### src/m68k_exception_frame_builder_defines.svh
// Assertion macros shared by the exception frame builder modules
`ifndef M68K_EXCEPTION_FRAME_BUILDER_DEFINES_SVH
`define M68K_EXCEPTION_FRAME_BUILDER_DEFINES_SVH

// Same-cycle implication, disabled while in reset
`define MEFB_ASSERT_IMPL(label, clk, rst_n, ante, cons) \
    label: assert property (@(posedge clk) disable iff (!(rst_n)) (ante) |-> (cons)) \
        else $error("mefb assertion failed");

// Next-cycle implication, disabled while in reset
`define MEFB_ASSERT_NEXT(label, clk, rst_n, ante, cons) \
    label: assert property (@(posedge clk) disable iff (!(rst_n)) (ante) |=> (cons)) \
        else $error("mefb assertion failed");

`endif

### src/mefb_pkg.sv
// Types and constants of the exception frame builder
`default_nettype none

package mefb_pkg;

    localparam int unsigned SR_BIT_T1 = 15;
    localparam int unsigned SR_BIT_T0 = 14;
    localparam int unsigned SR_BIT_S  = 13;
    localparam int unsigned SR_BIT_M  = 12;

    localparam int unsigned FMT_LSB = 12;
    localparam int unsigned VEC_W   = 12;

    localparam logic [3:0] FMT_CODE_ADDR2 = 4'd2;
    localparam logic [3:0] FMT_CODE_ADDR3 = 4'd3;
    localparam logic [3:0] FMT_CODE_FAULT = 4'd4;

    localparam logic [31:0] HDR_BYTES       = 32'd8;
    localparam logic [31:0] EXTRA_ONE_BYTES = 32'd4;
    localparam logic [31:0] EXTRA_TWO_BYTES = 32'd8;
    localparam logic [31:0] OFS_PC          = 32'd2;
    localparam logic [31:0] OFS_FV          = 32'd6;
    localparam logic [31:0] OFS_EXTRA0      = 32'd8;
    localparam logic [31:0] OFS_EXTRA1      = 32'd12;

    localparam logic KIND_WRITE = 1'b0;
    localparam logic KIND_FINAL = 1'b1;

    typedef enum logic [1:0] {
        FMT_NONE,
        FMT_ONE,
        FMT_TWO
    } t_fmt_class;

    typedef enum logic [2:0] {
        ST_START,
        ST_EXTRA0,
        ST_EXTRA1,
        ST_SR,
        ST_PC,
        ST_FV,
        ST_FINAL
    } t_step;

    typedef struct packed {
        logic [15:0] status_word;
        logic [15:0] format_vector;
        logic [31:0] extra_address;
        logic [31:0] fault_address;
        logic [31:0] program_counter;
        logic [31:0] active_stack_ptr;
        logic [31:0] interrupt_stack_ptr;
        logic [31:0] master_stack_ptr;
    } t_request;

    typedef struct packed {
        logic        item_kind;
        logic [31:0] write_address;
        logic [31:0] write_data;
        logic        write_long;
        logic [15:0] new_status;
        logic [31:0] new_stack_ptr;
        logic        update_master;
        logic        user_saved;
        logic [31:0] saved_user_stack_ptr;
        logic [31:0] vector_fetch_address;
        logic        last;
    } t_result;

    typedef struct packed {
        t_fmt_class  fmt_class;
        logic [31:0] hdr_base;
        logic [15:0] frame_sr;
        logic [15:0] new_sr;
        logic [15:0] format_vector;
        logic [31:0] extra_address;
        logic [31:0] fault_address;
        logic [31:0] program_counter;
        logic        user_saved;
        logic [31:0] saved_usp;
        logic [31:0] vec_addr;
    } t_frame_desc;

endpackage

`default_nettype wire

### src/mefb_front.sv
// Request classifier: picks the stack, sizes the frame, holds the vector base
`default_nettype none

module mefb_front import mefb_pkg::*; (
    input  wire logic        i_clk,
    input  wire logic        i_rst_n,
    input  wire logic        i_push,
    input  wire t_request    i_request,
    input  wire logic        i_cfg_valid,
    input  wire logic [31:0] i_cfg_data,
    input  wire logic        i_q_full,
    output t_frame_desc      o_desc,
    output logic             o_desc_push
);

    logic [31:0] r_vector_base;
    logic [31:0] n_vector_base;
    t_fmt_class  fmt_class;
    logic [3:0]  fmt;
    logic [31:0] base;
    logic [31:0] frame_bytes;
    logic [15:0] sr;

    always_comb begin
        n_vector_base = r_vector_base;
        if (i_cfg_valid) begin
            n_vector_base = i_cfg_data;
        end
    end

    always_ff @(posedge i_clk) begin
        if (!i_rst_n) begin
            r_vector_base <= '0;
        end else begin
            r_vector_base <= n_vector_base;
        end
    end

    assign sr  = i_request.status_word;
    assign fmt = i_request.format_vector[FMT_LSB +: 4];

    always_comb begin
        case (fmt) inside
            FMT_CODE_ADDR2, FMT_CODE_ADDR3: begin
                fmt_class = FMT_ONE;
            end
            FMT_CODE_FAULT: begin
                fmt_class = FMT_TWO;
            end
            default: begin
                fmt_class = FMT_NONE;
            end
        endcase
    end

    always_comb begin
        case (fmt_class)
            FMT_ONE: begin
                frame_bytes = HDR_BYTES + EXTRA_ONE_BYTES;
            end
            FMT_TWO: begin
                frame_bytes = HDR_BYTES + EXTRA_TWO_BYTES;
            end
            default: begin
                frame_bytes = HDR_BYTES;
            end
        endcase
    end

    always_comb begin
        if (sr[SR_BIT_S]) begin
            base = i_request.active_stack_ptr;
        end else if (sr[SR_BIT_M]) begin
            base = i_request.master_stack_ptr;
        end else begin
            base = i_request.interrupt_stack_ptr;
        end
    end

    always_comb begin
        o_desc                 = '0;
        o_desc.fmt_class       = fmt_class;
        o_desc.hdr_base        = base - frame_bytes;
        o_desc.frame_sr        = (sr[1] ^ sr[0]) ? (sr ^ 16'h0003) : sr;
        o_desc.new_sr          = sr;
        o_desc.new_sr[SR_BIT_S]  = 1'b1;
        o_desc.new_sr[SR_BIT_T0] = 1'b0;
        o_desc.new_sr[SR_BIT_T1] = 1'b0;
        o_desc.format_vector   = i_request.format_vector;
        o_desc.extra_address   = i_request.extra_address;
        o_desc.fault_address   = i_request.fault_address;
        o_desc.program_counter = i_request.program_counter;
        o_desc.user_saved      = !sr[SR_BIT_S];
        o_desc.saved_usp       = sr[SR_BIT_S] ? 32'd0 : i_request.active_stack_ptr;
        o_desc.vec_addr        = r_vector_base
                               + {20'd0, i_request.format_vector[VEC_W-1:0]};
    end

    assign o_desc_push = i_push && !i_q_full;

endmodule

`default_nettype wire

### src/mefb_queue.sv
// Short descriptor queue between classifier and frame sequencer
`default_nettype none

`include "m68k_exception_frame_builder_defines.svh"

module mefb_queue import mefb_pkg::*; #(
    parameter int DEPTH = 2
) (
    input  wire logic        i_clk,
    input  wire logic        i_rst_n,
    input  wire logic        i_push,
    input  wire t_frame_desc i_desc,
    output logic             o_full,
    input  wire logic        i_pop,
    output logic             o_valid,
    output t_frame_desc      o_desc
);

    localparam int PTR_W = (DEPTH > 1) ? $clog2(DEPTH) : 1;
    localparam int CNT_W = $clog2(DEPTH + 1);

    t_frame_desc        r_mem [DEPTH];
    logic [PTR_W-1:0]   r_wr_ptr;
    logic [PTR_W-1:0]   r_rd_ptr;
    logic [CNT_W-1:0]   r_count;
    logic [PTR_W-1:0]   n_wr_ptr;
    logic [PTR_W-1:0]   n_rd_ptr;
    logic [CNT_W-1:0]   n_count;

    assign o_full  = (r_count == CNT_W'(DEPTH));
    assign o_valid = (r_count != '0);
    assign o_desc  = r_mem[r_rd_ptr];

    always_comb begin
        n_wr_ptr = r_wr_ptr;
        n_rd_ptr = r_rd_ptr;
        n_count  = r_count;
        if (i_push) begin
            n_wr_ptr = (r_wr_ptr == PTR_W'(DEPTH - 1)) ? '0 : r_wr_ptr + 1'b1;
        end
        if (i_pop) begin
            n_rd_ptr = (r_rd_ptr == PTR_W'(DEPTH - 1)) ? '0 : r_rd_ptr + 1'b1;
        end
        if (i_push && !i_pop) begin
            n_count = r_count + 1'b1;
        end else if (i_pop && !i_push) begin
            n_count = r_count - 1'b1;
        end
    end

    always_ff @(posedge i_clk) begin
        if (!i_rst_n) begin
            r_wr_ptr <= '0;
            r_rd_ptr <= '0;
            r_count  <= '0;
        end else begin
            r_wr_ptr <= n_wr_ptr;
            r_rd_ptr <= n_rd_ptr;
            r_count  <= n_count;
        end
    end

    always_ff @(posedge i_clk) begin
        if (i_push) begin
            r_mem[r_wr_ptr] <= i_desc;
        end
    end

    `MEFB_ASSERT_IMPL(a_count_bound, i_clk, i_rst_n, 1'b1, r_count <= CNT_W'(DEPTH))
    `MEFB_ASSERT_IMPL(a_pop_nonempty, i_clk, i_rst_n, i_pop, r_count != '0)
    `MEFB_ASSERT_IMPL(a_push_notfull, i_clk, i_rst_n, i_push, r_count != CNT_W'(DEPTH))

endmodule

`default_nettype wire

### src/mefb_back.sv
// Frame sequencer: one write or final item per cycle into the result register while it is free or being popped
`default_nettype none

`include "m68k_exception_frame_builder_defines.svh"

module mefb_back import mefb_pkg::*; (
    input  wire logic        i_clk,
    input  wire logic        i_rst_n,
    input  wire logic        i_desc_valid,
    input  wire t_frame_desc i_desc,
    output logic             o_desc_pop,
    output t_result          o_result,
    output logic             o_empty,
    input  wire logic        i_pop
);

    t_step   r_step;
    t_step   n_step;
    t_step   cur_step;
    t_result r_out;
    t_result n_out;
    logic    r_out_valid;
    logic    n_out_valid;
    logic    advance;
    logic    fire;
    logic    fire_final;

    assign advance    = !r_out_valid || i_pop;
    assign fire       = advance && i_desc_valid;
    assign fire_final = fire && (cur_step == ST_FINAL);

    always_comb begin
        cur_step = r_step;
        if (r_step == ST_START) begin
            cur_step = (i_desc.fmt_class == FMT_NONE) ? ST_SR : ST_EXTRA0;
        end
    end

    always_comb begin
        n_step = r_step;
        if (fire) begin
            case (cur_step)
                ST_EXTRA0: begin
                    n_step = (i_desc.fmt_class == FMT_TWO) ? ST_EXTRA1 : ST_SR;
                end
                ST_EXTRA1: begin
                    n_step = ST_SR;
                end
                ST_SR: begin
                    n_step = ST_PC;
                end
                ST_PC: begin
                    n_step = ST_FV;
                end
                ST_FV: begin
                    n_step = ST_FINAL;
                end
                default: begin
                    n_step = ST_START;
                end
            endcase
        end
    end

    always_comb begin
        n_out      = '0;
        o_desc_pop = 1'b0;
        case (cur_step)
            ST_EXTRA0: begin
                n_out.write_address = i_desc.hdr_base + OFS_EXTRA0;
                n_out.write_data    = (i_desc.fmt_class == FMT_TWO) ? i_desc.fault_address
                                                                    : i_desc.extra_address;
                n_out.write_long    = 1'b1;
            end
            ST_EXTRA1: begin
                n_out.write_address = i_desc.hdr_base + OFS_EXTRA1;
                n_out.write_data    = i_desc.extra_address;
                n_out.write_long    = 1'b1;
            end
            ST_SR: begin
                n_out.write_address = i_desc.hdr_base;
                n_out.write_data    = {16'd0, i_desc.frame_sr};
            end
            ST_PC: begin
                n_out.write_address = i_desc.hdr_base + OFS_PC;
                n_out.write_data    = i_desc.program_counter;
                n_out.write_long    = 1'b1;
            end
            ST_FV: begin
                n_out.write_address = i_desc.hdr_base + OFS_FV;
                n_out.write_data    = {16'd0, i_desc.format_vector};
            end
            ST_FINAL: begin
                n_out.new_status           = i_desc.new_sr;
                n_out.new_stack_ptr        = i_desc.hdr_base;
                n_out.update_master        = i_desc.new_sr[SR_BIT_M];
                n_out.user_saved           = i_desc.user_saved;
                n_out.saved_user_stack_ptr = i_desc.saved_usp;
                n_out.vector_fetch_address = i_desc.vec_addr;
                n_out.last                 = 1'b1;
                o_desc_pop                 = fire;
            end
            default: begin
                n_out = '0;
            end
        endcase
        n_out.item_kind = (cur_step == ST_FINAL) ? KIND_FINAL : KIND_WRITE;
    end

    always_comb begin
        n_out_valid = r_out_valid;
        if (fire) begin
            n_out_valid = 1'b1;
        end else if (i_pop) begin
            n_out_valid = 1'b0;
        end
    end

    always_ff @(posedge i_clk) begin
        if (!i_rst_n) begin
            r_step      <= ST_START;
            r_out_valid <= 1'b0;
        end else begin
            r_step      <= n_step;
            r_out_valid <= n_out_valid;
        end
    end

    always_ff @(posedge i_clk) begin
        if (fire) begin
            r_out <= n_out;
        end
    end

    assign o_result = r_out;
    assign o_empty  = !r_out_valid;

    `MEFB_ASSERT_IMPL(a_mid_run_desc, i_clk, i_rst_n, r_step != ST_START, i_desc_valid)
    `MEFB_ASSERT_NEXT(a_final_restart, i_clk, i_rst_n, fire_final, r_step == ST_START)
    `MEFB_ASSERT_IMPL(a_pop_on_final, i_clk, i_rst_n, o_desc_pop, fire_final)

endmodule

`default_nettype wire

### src/m68k_exception_frame_builder.sv
// Top level of the exception frame builder
// Each request yields four to six result items: the extra longwords for
// formats 2, 3 and 4, the status word, program counter and format/vector
// writes, then one final item with the new status, new stack pointer and
// vector fetch address. The frame sequencer issues one result item per
// clock while its result register is empty or being popped; the
// classified-request queue holds up to QUEUE_DEPTH requests, the one being
// sequenced included, and a new request is taken every cycle while that
// queue has room. The vector base register is written through the cfg
// channel, which is always ready.
`default_nettype none

module m68k_exception_frame_builder import mefb_pkg::*; #(
    parameter int QUEUE_DEPTH = 2
) (
    input  wire logic        i_clk,
    input  wire logic        i_rst_n,
    input  wire logic        push,
    output logic             full,
    input  wire t_request    i_request,
    output logic             empty,
    input  wire logic        pop,
    output t_result          o_result,
    input  wire logic        i_cfg_valid,
    output logic             o_cfg_ready,
    input  wire logic [31:0] i_cfg_data
);

    t_frame_desc front_desc;
    t_frame_desc head_desc;
    logic        desc_push;
    logic        desc_pop;
    logic        head_valid;
    logic        q_full;

    assign o_cfg_ready = 1'b1;
    assign full        = q_full;

    mefb_front u_front (
        .i_clk       (i_clk),
        .i_rst_n     (i_rst_n),
        .i_push      (push),
        .i_request   (i_request),
        .i_cfg_valid (i_cfg_valid),
        .i_cfg_data  (i_cfg_data),
        .i_q_full    (q_full),
        .o_desc      (front_desc),
        .o_desc_push (desc_push)
    );

    mefb_queue #(
        .DEPTH (QUEUE_DEPTH)
    ) u_queue (
        .i_clk   (i_clk),
        .i_rst_n (i_rst_n),
        .i_push  (desc_push),
        .i_desc  (front_desc),
        .o_full  (q_full),
        .i_pop   (desc_pop),
        .o_valid (head_valid),
        .o_desc  (head_desc)
    );

    mefb_back u_back (
        .i_clk        (i_clk),
        .i_rst_n      (i_rst_n),
        .i_desc_valid (head_valid),
        .i_desc       (head_desc),
        .o_desc_pop   (desc_pop),
        .o_result     (o_result),
        .o_empty      (empty),
        .i_pop        (pop)
    );

endmodule

`default_nettype wire

### config.mk
export PLATFORM = sky130hd
export DESIGN_NAME = m68k_exception_frame_builder
export DESIGN_NICKNAME = d
export VERILOG_FILES = /design/src/mefb_pkg.sv /design/src/mefb_front.sv /design/src/mefb_queue.sv /design/src/mefb_back.sv /design/src/m68k_exception_frame_builder.sv
export VERILOG_INCLUDE_DIRS = /design/src /design/src/src
export SDC_FILE = /design/constraint.sdc
export NUM_CORES = 1
export LEC_CHECK = 0
export ABC_AREA = 1
export BUFFER_PORTS_ARGS = -buffer_cell sky130_fd_sc_hd__buf_4
export CORE_UTILIZATION = 40
export CTS_CLUSTER_SIZE = 12
export DETAILED_ROUTE_END_ITERATION = 6
export PLACE_DENSITY = 0.61
export RECOVER_POWER = 100
export SYNTH_ARGS = -nofsm -noshare
export SYNTH_HDL_FRONTEND = slang
export SYNTH_SLANG_ARGS = --single-unit
### constraint.sdc
create_clock -name i_clk -period 15.3 [get_ports i_clk]
set_input_delay 1.53 -clock i_clk [delete_from_list [all_inputs] [get_ports i_clk]]
set_output_delay 1.53 -clock i_clk [all_outputs]
set_load 0.02 [all_outputs]
# Yosys cells after proc, flatten, opt, wreduce, memory -nomap -nowiden
# Memory sizes are Yosys's and may differ from the RTL's. A register that Yosys moved wholly into a read port is not among the register bits.
# Index checks and enable logic that the tools add are counted.
totals:
  regBits: 221
  mem_bits_rw: 480
  input_bits: 261
  wordCells: 87
  n_memories: 1
op_classes:
  add_sub_neg: 10
  eq_ne: 13
  n_mux: 27
  bitwise_logic: 2
  reduce_logical: 17
memory_table:
  columns: ["name", "depth", "width", "rd", "rd_clocked_by_memory_dff", "write_ports", "line_no", "source"]
  rows:
  - ["u_queue.r_mem", 2, 240, 1, 1, 1, "mefb_queue.sv:22", "t_frame_desc r_mem [DEPTH];"]
ops:
  columns: ["operator", "count"]
  rows:
  - ["one-hot mux 64 bit (5 select lines)", 1]
  - ["2-to-1 mux 32 bit", 4]
  - ["adder 32 x 4 -> 32 bit, second input constant", 2]
  - ["adder 32 x 12 -> 32 bit", 1]
  - ["adder 32 x 2 -> 32 bit, second input constant", 1]
  - ["adder 32 x 3 -> 32 bit, second input constant", 1]
  - ["subtractor 32 x 5 -> 32 bit", 1]
  - ["one-hot mux 3 bit (5 select lines)", 1]
  - ["2-to-1 mux 1 bit", 13]
  - ["2-to-1 mux 2 bit", 6]
  - ["one-hot mux 5 bit (2 select lines)", 1]
  - ["== test 3 bit, second input constant", 3]
  - ["== test 4 x 2 -> 1 bit, second input constant", 2]
  - ["== test 2 bit, second input constant", 3]
  - ["== test 3 x 2 -> 1 bit, second input constant", 2]
  - ["nonzero test 2 bit", 3]
  - ["logical NOT 1 bit", 5]
  - ["== test 4 x 3 -> 1 bit, second input constant", 1]
  - ["logical AND 1 bit", 4]
  - ["== test 3 x 1 -> 1 bit, second input constant", 1]
  - ["logical NOT 3 bit", 1]
  - ["2-to-1 mux 3 bit", 1]
  - ["OR reduction 3 bit", 1]
  - ["adder 1 bit, second input constant", 2]
  - ["other kinds (8)", 8]

# Longest topological paths before layout
# Gate-level depths: netlist (run 1).
depth:
  ltp_word: 8
  depth_mapped: 17
  mapped_depth_nobuf: 15

# Cells and area by module
# A second synthesis (run 1) with hierarchy kept.
hier_totals:
  hier_cells: 2871
  area_unflattened_um2: 33618.5
modules_own_cells:
  columns: ["module", "instances", "cells_per_inst", "area_each_um2"]
  rows:
  - ["mefb_queue", 1, 791, 18456.5]
  - ["mefb_back", 1, 1131, 9887.0]
  - ["mefb_front", 1, 947, 5263.8]
  - ["m68k_exception_frame_builder", 1, 2, 11.3]

# Worst setup path before layout (run 1)
# Ideal clock, no wire load.
synth_path:
  path_kind: "input port to flip-flop"
  start: "input pop"
  end: "register u_queue.r_count[1]"
  arrival_ps: 12397
  required_ps: 15178
  slack_ps: 2781
  path_stages: 10
  cell_sequence: "nor2_1 a21oi_1 inv_1 nor2_1 inv_1 ha_1 a21oi_1 o21ai_0 o21ai_0 a21oi_1"
synth_via:
  elab_chain_cells: 6
synth_rtl:
  columns: ["item", "line_no", "source"]
  rows:
  - ["start: declaration", "m68k_exception_frame_builder.sv:22", "input wire logic pop,"]
  - ["logical OR 1 bit (*)", "mefb_back.sv:28", "assign advance = !r_out_valid || i_pop;"]
  - ["logical AND 1 bit (*)", "mefb_back.sv:29", "assign fire = advance && i_desc_valid;"]
  - ["via u_back.fire", "mefb_back.sv:25", "logic fire;"]
  - ["2-to-1 mux 1 bit (*)", "mefb_back.sv:68", "case (cur_step)"]
  - ["logical NOT 1 bit", "mefb_queue.sv:44", "if (i_push && !i_pop) begin"]
  - ["logical AND 1 bit", "mefb_queue.sv:44", null]
  - ["2-to-1 mux 2 bit or nonzero test 2 bit (tied branches)", null, null]
  - ["end signal: assignment", "mefb_queue.sv:59", "r_count <= n_count;"]
  - ["end: declaration", "mefb_queue.sv:25", "logic [CNT_W-1:0] r_count;"]
# The timed path passes the listed nets; every way through them passes the cells marked *.
# A chain may end at the register's enable or synchronous reset.

# Final worst setup path (run 1)
layout_path:
  start: "input pop"
  end: "register u_back.r_out, in the netlist u_back.o_result[86] (enable)"
layout_via:
  elab_chain_cells: 2
layout_rtl:
  columns: ["item", "line_no", "source"]
  rows:
  - ["logical OR 1 bit", "mefb_back.sv:28", null]
  - ["logical AND 1 bit", "mefb_back.sv:29", null]
  - ["via u_back.fire", "mefb_back.sv:25", null]
  - ["end signal: assignment", "mefb_back.sv:131", "r_out <= n_out;"]
  - ["end: declaration", "mefb_back.sv:20", "t_result r_out;"]
# The timed path passes the listed nets, and every way through them passes these cells.

==> results of run 1 <==
-- registers in the layout (all words and copies together), names as in the netlist, named ones only --
name                   flops
u_back.r_step              3
u_queue.r_mem            458
u_back.r_out_valid         1
u_queue.r_rd_ptr           1
u_back.o_result          177
u_queue.r_wr_ptr           1
u_front.r_vector_base     32
u_queue.r_count            2
-- kinds of logic after synthesis --
group                      count (synthesis)  share of synthesized area, %
other                                      2                        0.0255
adders and majority gates                 23                          1.05
buffers and inverters                    276                          4.05
xor gates and xnor gates                  51                          1.52
AOI/OAI and AO/OA                        336                          6.78
and+or+nand+nor                         1161                          16.9
DFF                                      676                          67.6
muxes                                     60                          2.04
-- layout make-up --
class | instances | area [um2] | share of cell area [%]
clock inverters | 32 | 278 | 0.796
inverters | 171 | 648 | 1.86
repair buffers | 460 | 2500 | 7.18
clock buffers | 98 | 2070 | 5.92
multi-input cells | 1634 | 8300 | 23.8
well taps | 959 | 1200 | 3.44
flip-flops and latches | 676 | 19900 | 57.0
-- layer usage --
layer | GRT usage, % | vias to the layer above | wire [um]
met3 | 4.31 | 139 | 5910
met2 | 36.8 | 718 | 41200
li1 | - | 9899 | -
met1 | 31.3 | 10336 | 37800
met4 | 7.79 | 4 | 2540
met5 | 0 | - | 23
-- where the power goes --
part	switching, W	total, W	internal, W
combinational	0.000640	0.000854	0.000214
clock	0.000728	0.00173	0.00100
sequential	0.0000655	0.00236	0.00230
total	0.00143	0.00495	0.00351
-- worst register-to-register path: stages, from the launching register on --
cell	delay [ns]
dfxtp_1	0.34
inv_1	0.11
a21oi_4	0.18
clkbuf_1	2.31
clkbuf_1	2.80
buf_4	1.15
-- cells in the final DEF, fill, tap and decap left out, types with 17 or more instances in the layout --
master       n
nand3_1    141
o221ai_1    17
xor2_1      33
nand4_1     42
buf_4      137
clkbuf_1   268
clkbuf_16   77
o21ai_0     85
nand2_1    651
ha_1        20
or2_2       40
mux2i_1     60
a22oi_1     27
nor2_1     219
xnor2_1     18
dfxtp_1     41
o211ai_1    36
inv_1      161
edfxtp_1   635
clkbuf_4    70
a21oi_1    128
-- through the flow --
stage	cells	cell area, um2	worst slack (ns)	power [W]
floorplan	2586	29400	2.78	0.00295
global placement	3900	33600	10.43	0.00332
detailed placement	3900	33600	10.35	0.00333
CTS	4030	35900	11.01	0.00507
global route	4030	34900	6.63	0.00514
finish	4030	34900	7.36	0.00495
-- final timing paths --
kind	to	start	slack, ns
setup / recovery	u_back.o_result[86]	pop	7.36
hold / removal	u_queue.r_rd_ptr	u_queue.r_rd_ptr	0.50
setup reg to reg	u_back.o_result[86]	u_queue.r_count[0]	7.95
hold reg to reg	u_queue.r_rd_ptr	u_queue.r_rd_ptr	0.50
==> flow_summary.ini, run 1 <==
[critical_path]
crit_chain = clkbuf_4 -> nor2_1 -> a21oi_4 -> clkbuf_1 -> clkbuf_1 -> buf_4
startpoint_type = primary input
path_buf_inv = 4
path_max_fanout = 71
critPathKind = primary input to flip-flop
cp_top_family = buffers and inverters
cp_slowest_stage_delay_ns = 2.69
timing.critical_path.mode_cell = clkbuf_1
critPathSlowestCell = clkbuf_1
cp.depth = 6
r2r_cells = 5
worst_setup_path_end_kind = flip-flop
cp.required_ns = 15.51
arrival_ns = 8.15

[clock_network]
cts_max_level = 3
cts.sinks = 676
cts_buffers = 75
clkTransAtPathRegs_ns = 0.06
cts_tree = yes
cts-resized-gates = 0
clkLatencyLatePin_ns = 0.61
post_cts_buffers = 0
clk_path_buf_depth = 3
ctsHoldBuffers = 0
root_buffer = clkbuf_16

[synthesis]
async_reset_ff_share_pct = 0
ys_seq_area_share_pct = 67.6
synth_most_common_cell = nand2_1
ys_types = 46
synth_enable_flop_cells = 635
syn_area_um2 = 29400
yosys-top-cells-count = nand2_1, edfxtp_1, nor2_1
syn_inst = 2585
yosys_most_used_dff = edfxtp_1
ys_warn_count = 0
synth-seq-cells = 676
synth.top_cell.area_share_pct = 64.8
synth_area_leaders = edfxtp_1, nand2_1, dfxtp_1
netlist.top_cell.by_area = edfxtp_1
syn_area_per_cell_um2 = 11.4

[timing]
fin_crit_ns = 7.94
worst_slew_pin_slew_ns = 4.24
finalSetupViolCount = 0
setup_tns_ns = 0
relSlewSlack_pct = -183
slew_violations = 866
finClkSkew_ns = 0.0209
fin_hold_ws_ns = 0.496
rsz0062_at_grt = false
fin_crit_sh_pct = 51.9
max_freq_mhz = 126
hold_violations = 0

[finish]
antenna_cells = 0
finalNetCount = 3302
syn_to_final_growth_pct = 18.6
finish.utilization_pct = 47.9
drive_gt1_share_pct = 13.4
nFillCells = 6851

[floorplanning]
die_h_um = 273
coreArea_um2 = 72800
die_area_um2 = 74600
start_util_pct = 40.4
num_rows = 99
die_x_um = 273
io_pins = 445

[hold_path]
hold_path.class = flip-flop to flip-flop
min_path_cells = 1

[drt]
finalWirelength_mm = 87.4
ant_nets = 0
dr.pass1.iters = 6
drt_iter0_drc = 1564
drc = 0
vias = 21096
post_drt_via_cell_ratio = 5.23
wl_per_cell_um = 21.7

[power_and_ir_drop]
peakVddDrop_mv = 0.0732
p_leak_nw = 12.8
powerDensity_nw_per_um2 = 142

[status]
status = finished with violations
violations = max-capacitance violations, max-slew violations

[placed_design]
post-dp-hpwl_mm = 61.6
port-buffer-count = 441
gp_congestion = 0.915

[grt]
grt_pass1_wl_mm = 128
grt_antenna_before_repair = 3
grt_pass1_vias = 20603
grtUsageTotal_pct = 23.0
grt-ovfl-total = 0
grt_max_degree = 89

[flow_run]
drv_cap = 16
No activity file was read; power rests on OpenSTA's default activity.
==> run 2: changes to the inputs <==
ABC_AREA = 0   (was 1)
PLACE_DENSITY = 0.62   (was 0.61)
clock period = 7.7 ns   (was 15.3 ns; I/O delays follow)
==> run 2 against run 1 <==
Highest routed layer unchanged. Synthesized area shrank 3.0%. Via count shrank 13%. Core utilization grew 0.76 points. Final cell count shrank 17%. Clock skew grew 0.0094 ns. The run still ends with max-capacitance violations, max-slew violations left.
==> flow_summary.ini, run 2 <==
[hold_path]
hold_path.class = primary input to flip-flop
min_path_cells = 1
min_from = i_request[187]
hold_end = u_queue.r_mem[0][156]

[floorplanning]
die_x_um = 269
die_area_um2 = 72400
coreArea_um2 = 70300
num_rows = 97
start_util_pct = 40.6
io_pins = 445
die_h_um = 269

[drt]
ant_nets = 0
dr.pass1.iters = 6
drc = 0
finalWirelength_mm = 79.9
vias = 18275
drt_iter0_drc = 1475
wl_per_cell_um = 23.8
post_drt_via_cell_ratio = 5.44

[critical_path]
r2r_cells = 7
path_max_fanout = 64
cp.required_ns = 8.15
critPathKind = flip-flop to flip-flop
r2r-end = u_back.o_result[135]
startpoint_type = flip-flop
r2r_slack_ns = 1.93
arrival_ns = 6.22
worst_setup_path_end_kind = flip-flop

[clock_network]
cts.sinks = 676
post_cts_buffers = 0
clkLatencyLatePin_ns = 0.63
ctsHoldBuffers = 0
cts_max_level = 3
cts_buffers = 74
root_buffer = clkbuf_16
cts_tree = yes
clkTransAtPathRegs_ns = 0.06
clk_path_buf_depth = 3
cts-resized-gates = 0

[power_and_ir_drop]
power_w = 0.0105
powerDensity_nw_per_um2 = 306
peakVddDrop_mv = 0.173
p_leak_nw = 11.6

[placed_design]
port-buffer-count = 441
post-dp-hpwl_mm = 55.1
placed_area_um2 = 32800
gp_congestion = 0.910
dp_worst_setup_slack_ns = 3.41

[finish]
nFillCells = 6242
finalNetCount = 2642
multiInputGateArea_um2 = 8020
regMostFlops = u_queue.r_mem
stdcell_area_um2 = 34200
seq_area_um2 = 19900
largest_reg_flops = 458
final_common_cell = edfxtp_1
mostFrequentLayoutCells = edfxtp_1, clkbuf_1, mux2i_1, nor2_1, buf_4
syn_to_final_growth_pct = 19.9
drive_gt1_share_pct = 15.9

[synthesis]
synth-seq-cells = 676
syn_area_um2 = 28500
syn_inst = 1921
netlist.top_cell.by_area = edfxtp_1
synth_area_leaders = edfxtp_1, mux2i_1, dfxtp_1
synth.top_cell.area_share_pct = 66.8
ys_warn_count = 0
ys_seq_area_share_pct = 69.7
async_reset_ff_share_pct = 0
synth_most_common_cell = edfxtp_1
yosys_most_used_dff = edfxtp_1
syn_area_per_cell_um2 = 14.8
synth_enable_flop_cells = 635
ys_types = 83
yosys-top-cells-count = edfxtp_1, mux2i_1, nor2_1

[timing]
relSlewSlack_pct = -184
worst_slew_pin_slew_ns = 4.26
setup_tns_ns = 0
finClkSkew_ns = 0.0302
finalSetupViolCount = 0
hold_violations = 0
max_freq_mhz = 173
fin_crit_ns = 5.77
fin_crit_sh_pct = 74.9
worst_slack_ns = 1.93
slew_violations = 782
rsz0062_at_grt = false

[grt]
grt_pass1_vias = 18160
grt_pass1_wl_mm = 114
grt_antenna_before_repair = 12
grt_max_degree = 102
grt-ovfl-total = 0
grtUsageTotal_pct = 21.5

[status]
violations = max-capacitance violations, max-slew violations
status = finished with violations

[flow_run]
drv_cap = 15
-- run 2: cell count changes in the layout (fill, tap and decap cells not counted), sizes merged, moves of 47 or more --
cell    delta
a21oi     -76
a222oi    +47
inv      -138
mux2i    +137
nand2    -582
nand3     -91
o21ai     -60
-- run 2: critical path, stage by stage, from the launching register on --
cell and delay (ns):
dfxtp_4 0.93, buf_4 0.71, or3_1 0.23, a21oi_1 0.18
o41ai_4 0.33, clkbuf_1 2.28, a222oi_1 0.54, mux2i_1 0.32
-- run 2: cell families (layout without fill, tap and decap cells) --
group / after synthesis / count (layout) / synth area share [%]
buffers and inverters: 138 / 632 / 2.21
adders and majority gates: 23 / 23 / 1.09
muxes: 243 / 243 / 8.95
other: 2 / 9 / 0.0263
AOI/OAI and AO/OA: 291 / 291 / 7.51
xor gates and xnor gates: 64 / 64 / 1.97
DFF: 676 / 676 / 69.7
and+or+nand+nor: 484 / 484 / 8.52
-- run 2: worst max-delay path by stage --
| stage | from | slack [ns] | endpoint | depth (start not counted) |
|---|---|---|---|---|
| 6_report | flip-flop | 1.93 | u_back.o_result[135] | 7 |
| 3_5_place_dp | i_request[205] | 3.41 | u_queue.r_mem[1][225] | 10 |
| 3_3_place_gp | i_request[205] | 3.43 | u_queue.r_mem[0][225] | 10 |
| 5_1_grt | flip-flop | 1.55 | u_back.o_result[141] | 7 |
| 2_1_floorplan | push | 0.41 | u_queue.r_mem[0][0] | 2 |
| 4_1_cts | flip-flop | 3.43 | u_back.o_result[169] | 9 |
-- run 2: area by class of cell --
class,count,share of cell area (%)
diodes,6,0.0439
multi-input cells,1108,23.4
flip-flops and latches,676,58.2
clock inverters,31,1.08
clock buffers,103,5.91
inverters,33,0.384
well taps,940,3.44
repair buffers,465,7.52
-- run 2: metal layers --
metal  track usage [%]  vias to the layer above  share of wire (%)
li1                  -                     8336                  -
met1              28.1                     9129                 41
met2              35.0                      649                 49
met3              4.78                      149                6.5
met4              8.02                       12                3.3
met5                 0                        -              0.096
-- run 2: power by group --
part / switching, W / leakage, nW / internal [W] / total [W]
combinational: 0.00146 / 4.06 / 0.000602 / 0.00206
sequential: 0.000192 / 6.37 / 0.00474 / 0.00494
clock: 0.00146 / 1.15 / 0.00199 / 0.00346
-- run 2: stage by stage --
stage	instances	hold WS [ns]	util [%]
after floorplan	1922	0.465	-
after global placement	3222	0.476	46.6
after detailed placement	3222	0.489	46.6
after CTS	3356	0.282	50.1
after global routing	3362	0.308	48.7
final	3362	0.344	48.7
==> run 3: changes to the inputs <==
PLACE_DENSITY = 0.64   (was 0.62)
clock period = 4.7 ns   (was 7.7 ns; I/O delays follow)
==> run 3 against run 2 <==
Sequential share of layout area decreased by 1.3 points. The flow still finishes with violations (max-capacitance violations, max-slew violations). Combinational power grew 69%. Design area up 2.3%. Routed wire length rose by 0.98%. Via count up 1.3%. Highest routed layer unchanged. Clock skew down 0.0061 ns. Core utilization rose by 1.1 points. Setup slack got worse by 1.0 ns. Power up 64%. Non-clock buffer count is 68 higher. Sequential power is 63% higher.
==> flow_summary.ini, run 3 (same netlist as run 2, synthesis figures left out) <==
[status]
status = finished with violations
violations = max-capacitance violations, max-slew violations

[critical_path]
cp_slowest_stage_delay_ns = 1.28
cp_top_family = buffers and inverters
r2r_cells = 4
critPathKind = flip-flop to flip-flop
timing.critical_path.mode_cell = clkbuf_2
arrival_ns = 4.10
path_buf_inv = 2
cp.depth = 4
startpoint_type = flip-flop
worst_setup_path_end_kind = flip-flop
crit_chain = nand3_4 -> clkbuf_2 -> clkbuf_2 -> nor2_1
critPathSlowestCell = clkbuf_2
cp.required_ns = 5.02
path_max_fanout = 58

[placed_design]
gp_congestion = 0.921
port-buffer-count = 441
post-dp-hpwl_mm = 54.7
dp_worst_setup_slack_ns = 0.794

[timing]
worst_slack_ns = 0.919
hold_violations = 0
slew_violations = 223
rsz0062_at_grt = false
worst_slew_pin_slew_ns = 2.61
finClkSkew_ns = 0.0242
setup_tns_ns = 0
max_freq_mhz = 264
fin_crit_sh_pct = 80.4
fin_hold_ws_ns = 0.0592
relSlewSlack_pct = -74.7
fin_crit_ns = 3.78
finalSetupViolCount = 0

[power_and_ir_drop]
seqPwrFrac_pct = 46.9
powerDensity_nw_per_um2 = 490
comb_power_share_pct = 20.3
peakVddDrop_mv = 0.350
p_leak_nw = 11.9
clock_power_share_pct = 32.8
netSwitchingFraction_pct = 30.0
internal-power_w = 0.0120
switchingPower_w = 0.00514

[floorplanning]
die_x_um = 269
coreArea_um2 = 70300
die_area_um2 = 72400
start_util_pct = 40.6
num_rows = 97
io_pins = 445
die_h_um = 269

[grt]
grt_max_degree = 182
grt-ovfl-total = 0
grt_antenna_before_repair = 10
grt_pass1_vias = 18497
grtUsageTotal_pct = 21.6
grt_pass1_wl_mm = 115

[finish]
largest_reg_flops = 458
finalNetCount = 2712
final_common_cell = edfxtp_1
drive_gt1_share_pct = 16.4
mostFrequentLayoutCells = edfxtp_1, clkbuf_1, mux2i_1, nor2_1, buf_4
regMostFlops = u_queue.r_mem
syn_to_final_growth_pct = 22.6
seq_area_um2 = 19900
multiInputGateArea_um2 = 8040
nFillCells = 6147

[drt]
post_drt_via_cell_ratio = 5.40
ant_nets = 0
drt_iter0_drc = 1599
dr.pass1.iters = 7
wl_per_cell_um = 23.5
vias = 18521
finalWirelength_mm = 80.7
drc = 0

[hold_path]
min_path_cells = 1
hold_path.class = primary input to flip-flop

[clock_network]
cts_max_level = 3
cts.sinks = 676
clkTransAtPathRegs_ns = 0.06
cts_buffers = 76
clkLatencyLatePin_ns = 0.63
post_cts_buffers = 0
cts_tree = yes
clk_path_buf_depth = 3
root_buffer = clkbuf_16

[flow_run]
drv_cap = 4
run 3: cell types whose count changed in the layout (fill, tap and decap cells not counted), sizes merged, moves of 2 or more:
| cell | before | now |
|---|---|---|
| dlygate4sd3 | 0 | 59 |
| buf | 144 | 161 |
| clkbuf | 424 | 408 |
| diode | 6 | 10 |
| clkinvlp | 1 | 4 |
| clkinv | 27 | 29 |
run 3: cell type report:
class                      instances  share of cell area, %
antenna                           10                 0.0715
clock buffer                      95                   5.76
clock inverter                    36                  0.944
inverter                          33                  0.365
multi-input combinational       1108                   23.0
sequential                       676                   56.9
tap                              940                   3.36
timing repair buffer             533                   9.64
run 3: repair_timing:
| item | 4_1_cts | 5_1_grt |
|---|---|---|
| gates resized for setup | 0 | 0 |
| hold buffers | 59 | 0 |
| hold endpoints to repair | 107 | 0 |
| setup endpoints to repair | 0 | 0 |
run 3: worst reg2reg max path: cells and delay by family, from the launching register on:
kind / cells / cell delay (ns)
flip-flops: 1 / 0.62
AND/OR/NAND/NOR: 2 / 0.48
buffers and inverters: 2 / 2.38
run 3: per-layer routing:
metal | vias to the layer above | wire [um] | global-route usage, % | part of all wire, %
met5 | - | 33 | 0 | 0.041
met4 | 6 | 2990 | 9.11 | 3.7
met3 | 162 | 5120 | 4.14 | 6.3
met2 | 620 | 38900 | 35.0 | 48
met1 | 9264 | 33600 | 28.3 | 42
li1 | 8469 | - | - | -
run 3: worst paths after layout:
check	from	end	slack, ns
setup / recovery	u_back.r_step[1]	u_back.o_result[84]	0.92
setup reg to reg	u_back.r_step[1]	u_back.o_result[84]	0.92
hold reg to reg	u_front.r_vector_base[4]	u_front.r_vector_base[4]	0.50
hold / removal	i_request[213]	u_queue.r_mem[1][195]	0.06
run 3: per-stage QoR:
step | util, % | power (W) | cell area, um2 | instances
after floorplan | - | 0.0103 | 28500 | 1922
after global placement | 46.8 | 0.0119 | 32900 | 3230
after detailed placement | 46.8 | 0.0119 | 32900 | 3231
after CTS | 51.0 | 0.0176 | 35900 | 3421
after global routing | 49.8 | 0.0178 | 35000 | 3427
final | 49.8 | 0.0171 | 35000 | 3431
run 3: power by group through the flow:
| stage | logic [W] | registers, W | clock network (W) |
|---|---|---|---|
| finish | 0.00348 | 0.00804 | 0.00563 |
| global route | 0.00371 | 0.00811 | 0.00596 |
| CTS | 0.00382 | 0.00804 | 0.00576 |
| detailed placement | 0.00377 | 0.00816 | 0 |
| global placement | 0.00372 | 0.00813 | 0 |
| floorplan | 0.00168 | 0.00862 | 0 |
